$ cat src/rtl/tga_dec_pkg.sv
package tga_dec_pkg;

  typedef enum logic [4:0] {
    PH_HEADER = 5'b00001,
    PH_IDSKIP = 5'b00010,
    PH_PACKET = 5'b00100,
    PH_PIXEL  = 5'b01000,
    PH_IDLE   = 5'b10000
  } phase_e;

  typedef enum logic [1:0] {
    ST_OK        = 2'd0,
    ST_BAD_DEPTH = 2'd1,
    ST_CLIPPED   = 2'd2
  } status_e;

  typedef struct packed {
    logic [7:0] red;
    logic [7:0] green;
    logic [7:0] blue;
    logic [7:0] alpha;
    logic [7:0] repeat_count;
    logic       end_of_image;
    status_e    status;
  } result_t;

  // header byte positions
  localparam logic [4:0] HdrIdLen   = 5'd0;
  localparam logic [4:0] HdrKind    = 5'd2;
  localparam logic [4:0] HdrWidthLo = 5'd12;
  localparam logic [4:0] HdrWidthHi = 5'd13;
  localparam logic [4:0] HdrHeightLo = 5'd14;
  localparam logic [4:0] HdrHeightHi = 5'd15;
  localparam logic [4:0] HdrDepth   = 5'd16;
  localparam logic [4:0] HdrLast    = 5'd17;

  localparam logic [7:0] KindRawColor = 8'd2;
  localparam logic [7:0] KindRawGray  = 8'd3;
  localparam logic [7:0] Depth24      = 8'd24;
  localparam logic [7:0] Depth32      = 8'd32;
  localparam logic [7:0] RunBias      = 8'd127;
  localparam logic [7:0] AlphaOpaque  = 8'd255;

  localparam logic [1:0] ByteLast24 = 2'd2;
  localparam logic [1:0] ByteLast32 = 2'd3;

endpackage

$ cat src/rtl/tga_dec_ctrl.sv
module tga_dec_ctrl (
  input  logic                 clk_i,
  input  logic                 rst_ni,
  input  logic                 in_valid_i,
  input  logic [7:0]           data_byte_i,
  input  logic                 frame_start_i,
  output logic                 res_valid_o,
  output tga_dec_pkg::result_t res_o
);
  import tga_dec_pkg::*;

  phase_e      phase_q, phase_d, phase_cur;
  logic [4:0]  hdr_idx_q, hdr_idx_d, hdr_idx_cur;
  logic [7:0]  id_skip_q, id_skip_d;
  logic [7:0]  kind_q, kind_d;
  logic [7:0]  depth_q, depth_d;
  logic [15:0] width_q, width_d;
  logic [15:0] height_q, height_d;
  logic [31:0] pix_left_q, pix_left_d;
  logic [7:0]  pkt_left_q, pkt_left_d;
  logic        pkt_run_q, pkt_run_d;
  logic [1:0]  bip_q, bip_d;
  logic [7:0]  pb_q [3];
  logic [31:0] area_q;

  logic        raw_img, is32, depth_ok, clip;
  logic [1:0]  byte_last;
  logic [7:0]  rep, pkt_next;
  logic [31:0] pix_next;
  phase_e      data_phase;

  assign raw_img    = (kind_q == KindRawColor) || (kind_q == KindRawGray);
  assign is32       = (depth_q == Depth32);
  assign depth_ok   = (depth_q == Depth24) || is32;
  assign byte_last  = is32 ? ByteLast32 : ByteLast24;
  assign data_phase = raw_img ? PH_PIXEL : PH_PACKET;
  assign phase_cur  = frame_start_i ? PH_HEADER : phase_q;
  assign hdr_idx_cur = frame_start_i ? HdrIdLen : hdr_idx_q;

  // run/pixel accounting for the final byte of a pixel
  assign clip = !raw_img && pkt_run_q && ({24'b0, pkt_left_q} > pix_left_q);
  always_comb begin
    if (raw_img || !pkt_run_q) begin
      rep = 8'd1;
    end else if (clip) begin
      rep = pix_left_q[7:0];
    end else begin
      rep = pkt_left_q;
    end
    if (raw_img) begin
      pkt_next = pkt_left_q;
    end else if (pkt_run_q) begin
      pkt_next = 8'd0;
    end else begin
      pkt_next = pkt_left_q - 8'd1;
    end
  end
  assign pix_next = pix_left_q - {24'b0, rep};

  always_comb begin
    phase_d    = phase_cur;
    hdr_idx_d  = hdr_idx_cur;
    id_skip_d  = id_skip_q;
    kind_d     = kind_q;
    depth_d    = depth_q;
    width_d    = width_q;
    height_d   = height_q;
    pix_left_d = pix_left_q;
    pkt_left_d = pkt_left_q;
    pkt_run_d  = pkt_run_q;
    bip_d      = bip_q;
    res_valid_o = 1'b0;
    res_o = '{red: 8'd0, green: 8'd0, blue: 8'd0, alpha: 8'd0,
              repeat_count: 8'd0, end_of_image: 1'b0, status: ST_OK};

    unique case (phase_cur)
      PH_HEADER: begin
        unique case (hdr_idx_cur)
          HdrIdLen:    id_skip_d = data_byte_i;
          HdrKind:     kind_d = data_byte_i;
          HdrWidthLo:  width_d = {width_q[15:8], data_byte_i};
          HdrWidthHi:  width_d = {data_byte_i, width_q[7:0]};
          HdrHeightLo: height_d = {height_q[15:8], data_byte_i};
          HdrHeightHi: height_d = {data_byte_i, height_q[7:0]};
          HdrDepth:    depth_d = data_byte_i;
          default: ;
        endcase
        if (hdr_idx_cur != HdrLast) begin
          hdr_idx_d = hdr_idx_cur + 5'd1;
        end else begin
          hdr_idx_d  = HdrIdLen;
          pix_left_d = area_q;
          pkt_left_d = 8'd0;
          pkt_run_d  = 1'b0;
          bip_d      = 2'd0;
          if (!depth_ok) begin
            phase_d      = PH_IDLE;
            pix_left_d   = pix_left_q;
            pkt_left_d   = pkt_left_q;
            pkt_run_d    = pkt_run_q;
            bip_d        = bip_q;
            res_valid_o  = 1'b1;
            res_o.end_of_image = 1'b1;
            res_o.status = ST_BAD_DEPTH;
          end else if (area_q == 32'd0) begin
            phase_d     = PH_IDLE;
            bip_d       = bip_q;
            res_valid_o = 1'b1;
            res_o.end_of_image = 1'b1;
          end else if (id_skip_q != 8'd0) begin
            phase_d = PH_IDSKIP;
            bip_d   = bip_q;
          end else begin
            phase_d = data_phase;
          end
        end
      end
      PH_IDSKIP: begin
        id_skip_d = id_skip_q - 8'd1;
        if (id_skip_q == 8'd1) begin
          phase_d = data_phase;
          bip_d   = 2'd0;
        end
      end
      PH_PACKET: begin
        pkt_run_d  = data_byte_i[7];
        pkt_left_d = data_byte_i[7] ? (data_byte_i - RunBias) : (data_byte_i + 8'd1);
        phase_d    = PH_PIXEL;
        bip_d      = 2'd0;
      end
      PH_PIXEL: begin
        if (bip_q != byte_last) begin
          bip_d = bip_q + 2'd1;
        end else begin
          bip_d      = 2'd0;
          pix_left_d = pix_next;
          pkt_left_d = pkt_next;
          res_valid_o = 1'b1;
          res_o.red   = is32 ? pb_q[2] : data_byte_i;
          res_o.green = pb_q[1];
          res_o.blue  = pb_q[0];
          res_o.alpha = is32 ? data_byte_i : AlphaOpaque;
          res_o.repeat_count = rep;
          if (clip) begin
            res_o.status = ST_CLIPPED;
          end
          if (pix_next == 32'd0) begin
            res_o.end_of_image = 1'b1;
            phase_d = PH_IDLE;
            if (!raw_img && pkt_next != 8'd0) begin
              res_o.status = ST_CLIPPED;
            end
          end else if (!raw_img && pkt_next == 8'd0) begin
            phase_d = PH_PACKET;
          end
        end
      end
      PH_IDLE: ;
      default: ;
    endcase
    if (!in_valid_i) begin
      res_valid_o = 1'b0;
    end
  end

  always_ff @(posedge clk_i or negedge rst_ni) begin
    if (!rst_ni) begin
      phase_q    <= PH_HEADER;
      hdr_idx_q  <= 5'd0;
      id_skip_q  <= 8'd0;
      kind_q     <= 8'd0;
      depth_q    <= 8'd0;
      width_q    <= 16'd0;
      height_q   <= 16'd0;
      pix_left_q <= 32'd0;
      pkt_left_q <= 8'd0;
      pkt_run_q  <= 1'b0;
      bip_q      <= 2'd0;
    end else if (in_valid_i) begin
      phase_q    <= phase_d;
      hdr_idx_q  <= hdr_idx_d;
      id_skip_q  <= id_skip_d;
      kind_q     <= kind_d;
      depth_q    <= depth_d;
      width_q    <= width_d;
      height_q   <= height_d;
      pix_left_q <= pix_left_d;
      pkt_left_q <= pkt_left_d;
      pkt_run_q  <= pkt_run_d;
      bip_q      <= bip_d;
    end
  end

  // width and height settle two header bytes before the last one
  always_ff @(posedge clk_i) begin
    area_q <= 32'(width_q) * 32'(height_q);
  end

  always_ff @(posedge clk_i) begin
    if (in_valid_i && phase_cur == PH_PIXEL && bip_q != ByteLast32) begin
      pb_q[bip_q] <= data_byte_i;
    end
  end

endmodule

$ cat src/rtl/tga_dec_outbuf.sv
module tga_dec_outbuf (
  input  logic                 clk_i,
  input  logic                 rst_ni,
  input  logic                 push_i,
  input  tga_dec_pkg::result_t push_data_i,
  output logic                 ready_o,
  output logic                 valid_o,
  input  logic                 ready_i,
  output tga_dec_pkg::result_t data_o
);
  import tga_dec_pkg::*;

  result_t out_q, skid_q;
  logic    out_valid_q, out_valid_d;
  logic    skid_valid_q, skid_valid_d;
  logic    pop;

  assign pop     = out_valid_q && ready_i;
  assign ready_o = !skid_valid_q;
  assign valid_o = out_valid_q;
  assign data_o  = out_q;

  always_comb begin
    out_valid_d  = out_valid_q;
    skid_valid_d = skid_valid_q;
    priority if (pop && skid_valid_q) begin
      skid_valid_d = 1'b0;
    end else if (pop || !out_valid_q) begin
      out_valid_d = push_i;
    end else if (push_i) begin
      skid_valid_d = 1'b1;
    end
  end

  always_ff @(posedge clk_i or negedge rst_ni) begin
    if (!rst_ni) begin
      out_valid_q  <= 1'b0;
      skid_valid_q <= 1'b0;
    end else begin
      out_valid_q  <= out_valid_d;
      skid_valid_q <= skid_valid_d;
    end
  end

  always_ff @(posedge clk_i) begin
    priority if (pop && skid_valid_q) begin
      out_q <= skid_q;
    end else if ((pop || !out_valid_q) && push_i) begin
      out_q <= push_data_i;
    end else if (push_i) begin
      skid_q <= push_data_i;
    end
  end

endmodule

$ cat src/rtl/tga_rle_pixel_decoder_core.sv
// TGA pixel decoder: takes a TGA file one byte per transaction (tuser high on
// header byte 0), parses the 18-byte header, skips the ID field and returns
// RGBA pixels with a repeat count for raw (types 2, 3) and RLE images. A
// byte can be accepted every cycle while tready is high; a pixel result
// leaves from a registered output stage after its last byte. A
// two-entry output stage keeps tready high while one result waits; tready
// drops only when both entries are full. The image area is formed by one
// registered 16x16 multiply during the header, so no stall occurs there.
module tga_rle_pixel_decoder_core (
  input  logic        clk_i,
  input  logic        rst_ni,
  input  logic        s_axis_tvalid,
  output logic        s_axis_tready,
  input  logic [7:0]  s_axis_tdata,  // [7:0] data_byte
  input  logic        s_axis_tuser,  // [0] frame_start
  output logic        m_axis_tvalid,
  input  logic        m_axis_tready,
  output logic [39:0] m_axis_tdata,  // red, green, blue, alpha, repeat_count
  output logic        m_axis_tlast,  // end_of_image
  output logic [1:0]  m_axis_tuser   // [1:0] status
);
  import tga_dec_pkg::*;

  logic    accept;
  logic    res_valid;
  result_t res, out_res;

  assign accept = s_axis_tvalid && s_axis_tready;

  tga_dec_ctrl u_ctrl (
    .clk_i         (clk_i),
    .rst_ni        (rst_ni),
    .in_valid_i    (accept),
    .data_byte_i   (s_axis_tdata),
    .frame_start_i (s_axis_tuser),
    .res_valid_o   (res_valid),
    .res_o         (res)
  );

  tga_dec_outbuf u_outbuf (
    .clk_i       (clk_i),
    .rst_ni      (rst_ni),
    .push_i      (res_valid),
    .push_data_i (res),
    .ready_o     (s_axis_tready),
    .valid_o     (m_axis_tvalid),
    .ready_i     (m_axis_tready),
    .data_o      (out_res)
  );

  assign m_axis_tdata = {out_res.repeat_count, out_res.alpha, out_res.blue,
                         out_res.green, out_res.red};
  assign m_axis_tlast = out_res.end_of_image;
  assign m_axis_tuser = out_res.status;

endmodule

$ cat config.mk
export PLATFORM = sky130hd
export DESIGN_NAME = tga_rle_pixel_decoder_core
export DESIGN_NICKNAME = d
export VERILOG_FILES = /design/src/rtl/tga_dec_pkg.sv /design/src/rtl/tga_dec_ctrl.sv /design/src/rtl/tga_dec_outbuf.sv /design/src/rtl/tga_rle_pixel_decoder_core.sv
export SDC_FILE = /design/constraint.sdc
export NUM_CORES = 1
export LEC_CHECK = 0
export ABC_AREA = 1
export BUFFER_PORTS_ARGS = -buffer_cell sky130_fd_sc_hd__buf_2
export CAP_MARGIN = 20
export CELL_PAD_IN_SITES_DETAIL_PLACEMENT = 0
export CELL_PAD_IN_SITES_GLOBAL_PLACEMENT = 2
export CORE_UTILIZATION = 43
export DETAILED_ROUTE_END_ITERATION = 8
export PLACE_DENSITY = 0.88
export SETUP_SLACK_MARGIN = 0.5
export SLEW_MARGIN = 20
export SYNTH_ARGS = -nofsm -noshare
export SYNTH_HDL_FRONTEND = slang
export SYNTH_HIERARCHICAL = 1
export SYNTH_SLANG_ARGS = --single-unit
$ cat constraint.sdc
create_clock -name clk_i -period 10.65 [get_ports clk_i]
set_input_delay 0.5325 -clock clk_i [delete_from_list [all_inputs] [get_ports clk_i]]
set_output_delay 0.5325 -clock clk_i [all_outputs]
set_load 0.03 [all_outputs]
## Yosys cells after proc, flatten, opt, wreduce, memory -nomap -nowiden

Memories as Yosys holds them, arrays and structs flattened.
Index checks and enable logic that the tools add are counted.

- Output and inout port bits: 45
- Logic and storage cells: 182
- Latch bits: 0
- Memories kept: 1
- Memory bits (read-only): 0
- Register bits after elaboration: 229
- RAM bits: 24

- Magnitude comparators: 1
- Multipliers: 1
- Add/subtract/negate cells: 7
- Shift-type cells: 0
- Eq/ne operators: 26
- Muxes and demuxes: 65
- Reductions and logical operators: 45
- Divide/modulo/power cells: 0
- Bitwise operators: 6

Memories:

| memory | words | bits a word | read ports | clocked after Yosys merged registers in | write ports | RTL line | text |
|---|---|---|---|---|---|---|---|
| u_ctrl.pb_q | 3 | 8 | 3 | 0 | 1 | tga_dec_ctrl.sv:23 | `logic [7:0] pb_q [3];` |

Operators with widths:

| operator | count |
|---|---|
| 2-to-1 mux 43 bit | 3 |
| 2-to-1 mux 32 bit | 3 |
| 2-to-1 mux 8 bit | 11 |
| logical NOT 32 bit | 2 |
| one-hot mux 16 bit (2 select lines) | 2 |
| one-hot mux 32 bit (2 select lines) | 1 |
| 2-to-1 mux 5 bit | 12 |
| 2-to-1 mux 40 bit | 1 |
| > comparator 8 x 32 -> 1 bit | 1 |
| multiplier 16 x 16 -> 32 bit | 1 |
| subtractor 32 x 8 -> 32 bit | 1 |
| equality test 5 x 4 -> 1 bit, second input constant | 5 |
| one-hot mux 8 bit (3 select lines) | 1 |
| one-hot mux 5 bit (4 select lines) | 1 |
| AND reduction 4 bit | 5 |
| equality test 8 x 2 -> 1 bit, second input constant | 2 |
| 2-to-1 mux 2 bit | 8 |
| one-hot mux 8 bit (2 select lines) | 1 |
| nonzero test 8 bit | 2 |
| subtractor 8 x 1 -> 8 bit, second input constant | 2 |
| 2-to-1 mux 1 bit | 14 |
| != test 2 bit, second input constant | 6 |
| AND reduction 3 bit | 4 |
| equality test 5 x 2 -> 1 bit, second input constant | 2 |
| other kinds (30) | 60 |

## Depth between registers and ports, before layout

Gate-level depths: netlist (run 1).

- Word-level depth: 14
- Depth in mapped cells: 31

## Hierarchy

The synthesis (run 1) kept the hierarchy.

Modules (own cells, without submodules):

| module | area each (um^2) | instances | cells each | sequential area each (um^2) |
|---|---|---|---|---|
| tga_dec_ctrl | 17890.9 | 1 | 2356 | 4065.1 |
| tga_dec_outbuf | 3398.3 | 1 | 248 | 2632.5 |
| tga_rle_pixel_decoder_core | 7.5 | 1 | 2 | 0.0 |

## Worst setup path after synthesis (run 1)

OpenSTA, ideal clock, no wires.

- Path kind: reg2reg
- Start point: register u_ctrl.height_q[1]
- End point: register u_ctrl.area_q[30]
- Cell stages (with the launch flop): 26
- Data arrival time: 5.600 ns
- Clock period less this slack: 5.672 ns
- Path buffers: 2
- Setup slack: 4.978 ns
- Cell sequence: dfrtp_1 > clkbuf_1 > clkbuf_1 > nand2_1 > fa_1 > inv_1 > fa_1 > inv_1 > fa_1 > fa_1 > inv_1 > fa_1 > inv_1 > fa_1 > inv_1 > ha_1 > nand2_1 > nand2_1 > a31oi_1 > nand3_1 > nand4_1 > o211ai_1 > a21oi_1 > inv_1 > a21oi_1 > xor2_1

- Longest elaborated chain between the ends: 1

Ends and longest elaborated chain:

| item | RTL line | text |
|---|---|---|
| from (decl) | tga_dec_ctrl.sv:18 | `logic [15:0] height_q, height_d;` |
| from (signal assigned) | tga_dec_ctrl.sv:186 | `height_q <= height_d;` |
| multiplier 16 x 16 -> 32 bit | tga_dec_ctrl.sv:196 | `area_q <= 32'(width_q) * 32'(height_q);` |
| to (signal assigned) | tga_dec_ctrl.sv:196 |  |
| to (decl) | tga_dec_ctrl.sv:24 | `logic [31:0] area_q;` |

Every way passes these cells.
A chain may end at the register's enable or synchronous reset.

## Final worst setup path (run 1)

- Start point: register u_ctrl.width_q[15]
- End point: register u_ctrl.area_q[29]

- Longest elaborated chain between the ends: 1

Ends and longest elaborated chain:

| item | RTL line | text |
|---|---|---|
| from (decl) | tga_dec_ctrl.sv:17 | `logic [15:0] width_q, width_d;` |
| from (signal assigned) | tga_dec_ctrl.sv:185 | `width_q <= width_d;` |
| multiplier 16 x 16 -> 32 bit | tga_dec_ctrl.sv:196 |  |

Every way passes these cells.

==> run_results.csv, run 1 <==
group,metric,value,unit
power,ir_drop,0.000136,V
sta,rsz0062_at_grt,"no",
sta,fin_setup_tns,0,ps
floorplan,core,48800,um2
setup_path,worst_path_max_delay_cell,"dfrtp_1",
route,vias_per_cell,5.18,
global_route,grtUsageTotal,0.236,
synth,syn_avg_cell_area,8.17,um2
sta,clock.fmax,0.162,GHz
finish,nets,2924,
placed_design,place.gp.congestion,0.868,
synth,synth_ff_type,"edfxtp_1",
floorplan,die-area,50400,um2
power,p_leak,11.7,nW
power,powerDensity,187,nW/um2
floorplan,die_w,225,um
global_route,overflow,0,
setup_path,required,11110,ps
clock_tree,cts_inserted_buffers,30,
clock_tree,clk_pin_slew,60,ps
setup_path,crit_path_cell_trace,"nand2_1, fa_1, inv_1, fa_1, inv_1, fa_1, fa_1, fa_1, inv_1, fa_1, ha_1, nand2_1, nor4_1, nand2_1, o211ai_1, nand3_1, nand2_1, a21boi_0, xor2_1",
status,status,"finished clean",
synth,ys_seq_area_frac,0.314,
setup_path,crit_path_frequent_cell,"fa_1",
synth,syn-num-nets,2947,
route,ant_nets,0,
synth,synth_edf_count,110,
route,wl,58400,um
synth,synthesis.area,21300,um2
synth,ys_warn_count,6,
power,power,4.28,mW
synth,synth_top_family_by_area,"adder cells",
clock_tree,htreeDepth,1,
global_route,grt_max_degree,68,
synth,synth_commonest_cells,"652 x nand2_1, 514 x inv_1, 195 x fa_1",
setup_path,critPathArrivalTime,6630,ps
global_route,antenna_found_initial,0,
route,wl_per_cell,17.9,um
setup_path,crit_path_max_fanout,17,
sta,finalSetupViolCount,0,
global_route,grt_first_pass_wirelength,93600,um
synth,synth_compound_area_frac,0.0783,
global_route,met1_usage,0.340,
sta,clock_skew,21.6,ps
global_route,grt.busiest_layer,"met2",
floorplan,ioPinCount,58,
synth,synthSimpleGateAreaFrac,0.210,
clock_tree,ctsLongestPathBuffers,3,
sta,layout_min_cycle_time,6170,ps
sta,finalHoldViolCount,0,
setup_path,end_kind,"flip-flop",
global_route,grt_pass1_vias,16900,
floorplan,fp.dieH,225,um
sta,tightest_slew,1030,ps
placed_design,io_buffers,57,
placed_design,hpwl,44200,um
hold_path,hold_path_class,"input pin to flip-flop",
setup_path,r2r_slack,4480,ps
synth,synth.mux.area_fraction,0.000470,
setup_path,criticalPathCategory,"flip-flop to flip-flop",
route,firstDrtPassIters,6,
synth,ys_async_sr_fraction,0.437,
finish,syn2layout_area_growth,7.65,%
synth,ys_top_cells_by_area,"fa_1 18%, edfxtp_1 16%, dfrtp_1 13%, nand2_1 11%, inv_1 9.1%",
route,dr.first_iter.drc_count,1162,
synth,synth_cells,2606,
synth,synth.distinct_cells,60,
route,vias,17000,
synth,yosysMostFrequentCell,"nand2_1",
sta,fin_crit_sh,0.579,
sta,holdWs,233,ps
synth,ys_ff_latch,252,
global_route,use_met2,0.378,
clock_tree,clk_latency,590,ps
synth,yosysTopAreaCell,"fa_1",
route,drc_errors,0,
clock_tree,root_buffer,"clkbuf_16",
floorplan,core.rowCount,81,
finish,drive_above_1_share,0.0667,
synth,synth-adder-area-share,0.261,
sta,finalMaxSlewViolations,0,
sta,maxSlewHeadroom,0.313,
synth,synth_xor_area_frac,0.0165,
clock_tree,cts_num_sinks,252,
floorplan,start_util,0.436,
setup_path,slowest_delay,820,ps
synth,synth_top_area_frac,0.183,
clock_tree,tritoncts,"yes",
finish,num_antenna_cells,0,
global_route,met3_usage,0.0246,
setup_path,crit_path_start_kind,"flip-flop",
flow_run,drv_cap,0,
==> repair_timing <==
item	in CTS	in global routing
resized for setup	0	0
setup buffers	0	0
hold buffers	1	0
endpoints found under the hold margin	4	0
==> metal layers <==
metal	up-vias	share of wire
met2	441	0.46
li1	8107	-
met1	8326	0.46
met5	-	0
met4	0	0.027
met3	81	0.049
==> final cells by class <==
class,instances,area (um2)
Clock buffer,39,841
Clock inverter,17,141
Fill cell,4932,25900
Inverter,526,1980
Multi-Input combinational cell,1707,12100
Sequential cell,252,6700
Tap cell,664,831
Timing Repair Buffer,66,358
==> cell families (layout without fill, tap and decap cells) <==
family          after synthesis  in the layout
mux                           1              1
buf+inv                     647            648
compound gates              296            296
flops                       252            252
xor+xnor                     40             40
fa+ha+maj                   328            328
simple gates               1042           1042
==> through the flow <==
step,worst slack (ps),cells,cell area [um2],util
3_5_place_dp,4500,3214,21900,0.449
2_1_floorplan,4980,2606,21300,-
5_1_grt,4170,3271,22900,0.469
6_report,4480,3271,22900,0.469
4_1_cts,4490,3271,22900,0.469
3_3_place_gp,4500,3214,21900,0.449
==> final timing paths <==
| path | cells after the start | startpoint | to |
|---|---|---|---|
| worst min-delay path | 1 | s_axis_tdata[3] | u_ctrl/pb_q[1][3]$_DFFE_PP_ |
| min in group asynchronous | 2 | rst_ni | u_outbuf/valid_o$_DFFE_PN0P_ |
| worst max-delay path | 19 | u_ctrl/width_q[15]$_DFFE_PN0P_ | u_ctrl/area_q[29]$_DFF_P_ |
| max in group asynchronous | 3 | rst_ni | u_ctrl/width_q[15]$_DFFE_PN0P_ |
| worst max register to register | 19 | u_ctrl/width_q[15]$_DFFE_PN0P_ | u_ctrl/area_q[29]$_DFF_P_ |
| worst min register to register | 2 | u_ctrl/depth_q[3]$_DFFE_PN0P_ | u_ctrl/depth_q[3]$_DFFE_PN0P_ |
==> power by group <==
group | switching [mW] | internal (mW) | total [mW]
Clock | 0.444 | 0.567 | 1.01
Sequential | 0.119 | 1.15 | 1.27
Combinational | 1.41 | 0.590 | 2.00
==> critical path, delay by kind of cell (launching register included) <==
| family | cells | cell delay (ps) |
|---|---|---|
| adders and majority gates | 7 | 3460 |
| and+or+nand+nor | 6 | 1040 |
| DFF | 1 | 820 |
| AOI/OAI and AO/OA | 2 | 410 |
| buffers and inverters | 3 | 170 |
| xor gates and xnor gates | 1 | 150 |
==> sequential cells by signal, summed over array words and instances, names as in the netlist, 8 cells and up <==
name,flops
u_ctrl/depth_q,8
u_ctrl/area_q,32
u_ctrl/width_q,16
u_ctrl/pb_q,24
u_outbuf/data_o,43
u_ctrl/height_q,16
u_ctrl/pkt_left_q,8
u_ctrl/pix_left_q,32
u_ctrl/id_skip_q,8
u_outbuf/skid_q,43
==> cell usage in the layout, fill, tap and decap left out, drive strengths merged, types with 2 or more instances in the layout <==
| cell type | instances |
|---|---|
| a211oi | 4 |
| a21o | 5 |
| a21oi | 91 |
| a221oi | 4 |
| a31oi | 2 |
| and2 | 3 |
| buf | 65 |
| clkbuf | 39 |
| clkinv | 11 |
| dfrtp | 109 |
| dfxtp | 32 |
| edfxtp | 110 |
| fa | 195 |
| ha | 133 |
| inv | 531 |
| nand2 | 659 |
| nand3 | 63 |
| nand3b | 3 |
| nand4 | 79 |
| nor2 | 196 |
| nor3 | 21 |
| nor4 | 18 |
| o2111ai | 2 |
| o211ai | 12 |
| o21ai | 135 |
| o21bai | 4 |
| o221ai | 2 |
| o22ai | 25 |
| o32ai | 4 |
| xnor2 | 16 |
| xor2 | 24 |
No activity file was read; power rests on OpenSTA's default activity.
==> inputs of run 2 (changes only) <==
--- a/config.mk
+++ b/config.mk
@@ -10,9 +10,9 @@
 export CAP_MARGIN = 20
 export CELL_PAD_IN_SITES_DETAIL_PLACEMENT = 0
 export CELL_PAD_IN_SITES_GLOBAL_PLACEMENT = 2
-export CORE_UTILIZATION = 43
+export CORE_UTILIZATION = 36
 export DETAILED_ROUTE_END_ITERATION = 8
-export PLACE_DENSITY = 0.88
+export PLACE_DENSITY = 0.78
 export SETUP_SLACK_MARGIN = 0.5
 export SLEW_MARGIN = 20
 export SYNTH_ARGS = -nofsm -noshare
==> constraint.sdc (replaced) <==
create_clock -name clk_i -period 5.6 [get_ports clk_i]
set_input_delay 0.28 -clock clk_i [delete_from_list [all_inputs] [get_ports clk_i]]
set_output_delay 0.28 -clock clk_i [all_outputs]
set_load 0.03 [all_outputs]
==> run_results.csv, run 2 (synthesis results as in run 1) <==
group,metric,value,unit
setup_path,critPathArrivalTime,5930,ps
setup_path,criticalPathCategory,"flip-flop to flip-flop",
sta,fin_crit_sh,0.967,
route,vias_per_cell,4.91,
sta,finalSetupViolCount,0,
finish,nets,3085,
route,drc_errors,0,
finish,syn2layout_area_growth,18.4,%
floorplan,core.rowCount,88,
floorplan,die_w,245,um
sta,layout_min_cycle_time,5420,ps
clock_tree,htreeDepth,1,
finish,regArea,6730,um2
placed_design,hpwl,45800,um
setup_path,end_kind,"flip-flop",
finish,final_common_cell,"nand2_1",
setup_path,crit_path_frequent_cell,"fa_1",
route,ant_nets,0,
clock_tree,cts_num_sinks,252,
sta,maxSlewHeadroom,0.322,
flow_run,drv_cap,0,
power,power,8.32,mW
power,ir_drop,0.000233,V
sta,tightest_slew,1010,ps
placed_design,place.gp.congestion,0.866,
route,wl,60200,um
placed_design,dpl-instance-area,22800,um2
global_route,grt_pass1_vias,17200,
clock_tree,tritoncts,"yes",
floorplan,core,58000,um2
route,firstDrtPassIters,5,
setup_path,crit_path_start_kind,"flip-flop",
sta,finalMaxSlewViolations,0,
finish,nFillCells,5802,
clock_tree,ctsLongestPathBuffers,3,
floorplan,die-area,60100,um2
global_route,antenna_found_initial,2,
clock_tree,clk_latency,580,ps
sta,clock_skew,15.2,ps
power,p_leak,12.8,nW
setup_path,crit_path_cell_trace,"buf_4, nand2_2, fa_1, inv_1, fa_1, inv_1, fa_1, fa_1, inv_1, fa_1, inv_1, fa_1, inv_2, ha_4, nand2_2, nand2_4, a31oi_4, nand3_2, nand4_1, o211ai_1, a21oi_2, inv_1, a21oi_2, xor2_1",
sta,rsz0062_at_grt,"yes",
sta,fin_setup_tns,0,ps
setup_path,slowest_delay,530,ps
route,vias,17300,
global_route,grt_first_pass_wirelength,95600,um
status,status,"finished clean",
floorplan,fp.dieH,245,um
finish,stdcell_area,25200,um2
global_route,grtUsageTotal,0.200,
finish,multiInputGateArea,12800,um2
global_route,grt_max_degree,64,
global_route,overflow,0,
power,powerDensity,330,nW/um2
route,dr.first_iter.drc_count,1051,
setup_path,worst_path_max_delay_cell,"fa_1",
finish,drive_above_1_share,0.176,
clock_tree,cts_inserted_buffers,29,
floorplan,ioPinCount,58,
route,wl_per_cell,17.0,um
sta,clock.fmax,0.185,GHz
floorplan,start_util,0.367,
clock_tree,root_buffer,"clkbuf_16",
hold_path,hold_path_class,"input pin to flip-flop",
setup_path,required,6110,ps
setup_path,crit_path_max_fanout,5,
placed_design,io_buffers,57,
finish,final_cell_mix,"606 x nand2_1, 494 x inv_1, 181 x fa_1",
sta,finalHoldViolCount,0,
clock_tree,clk_pin_slew,60,ps
run 2: per-stage QoR:
step,setup WS [ps],std cells,hold slack (ps),util
6_report,183,3532,22.9,0.435
4_1_cts,207,3509,7.03,0.425
2_1_floorplan,346,2606,-15.6,-
5_1_grt,-97.3,3531,20.1,0.435
3_3_place_gp,-120,3398,411,0.394
3_5_place_dp,-112,3398,401,0.394
run 2: critical path, delay by kind of cell, from the launching register on:
kind | cells | cell delay, ps
AOI/OAI and AO/OA | 4 | 620
xor gates and xnor gates | 1 | 150
adders and majority gates | 7 | 3220
buffers and inverters | 7 | 470
DFF | 1 | 440
and+or+nand+nor | 5 | 430
run 2: report_power, final:
group,internal (mW),switching [mW],total (mW)
Combinational,1.28,2.77,4.05
Sequential,2.18,0.204,2.39
Clock,1.11,0.777,1.88
Total,4.57,3.75,8.32
run 2: cell type report:
| class | count | area share |
|---|---|---|
| clock buffer | 40 | 0.0308 |
| multi-input combinational | 1707 | 0.508 |
| sequential | 252 | 0.267 |
| antenna | 1 | 0.0000992 |
| timing repair buffer | 228 | 0.0719 |
| tap | 765 | 0.0380 |
| inverter | 526 | 0.0784 |
| clock inverter | 13 | 0.00610 |
run 2: path summary, 6_finish.rpt:
check	end	start	slack, ps	cells after the start
min in group asynchronous	u_outbuf/skid_valid_q$_DFFE_PN0P_	rst_ni	340	2
setup / recovery	u_ctrl/area_q[30]$_DFF_P_	u_ctrl/width_q[10]$_DFFE_PN0P_	180	24
hold reg to reg	u_ctrl/phase_q[2]$_DFFE_PN0P_	u_ctrl/phase_q[2]$_DFFE_PN0P_	480	2
hold / removal	u_ctrl/pb_q[1][6]$_DFFE_PP_	s_axis_tdata[6]	20	1
max in group asynchronous	u_ctrl/width_q[1]$_DFFE_PN0P_	rst_ni	3860	3
setup reg to reg	u_ctrl/area_q[30]$_DFF_P_	u_ctrl/width_q[10]$_DFFE_PN0P_	180	24
run 2: repair_timing:
item | CTS | global route
hold buffers | 2 | 0
resized for setup | 114 | 104
setup buffers | 56 | 22
pin swaps | 61 | 74
endpoints found under the setup margin | 20 | 23
endpoints found under the hold margin | 50 | 0
run 2: metal layers:
layer	part of all wire	routed length, um	track usage	vias to the layer above
met5	0	0	0	-
met4	0.020	1180	0.0390	0
met3	0.038	2260	0.0166	75
met2	0.47	28100	0.328	364
met1	0.48	28700	0.287	8465
li1	-	-	-	8426
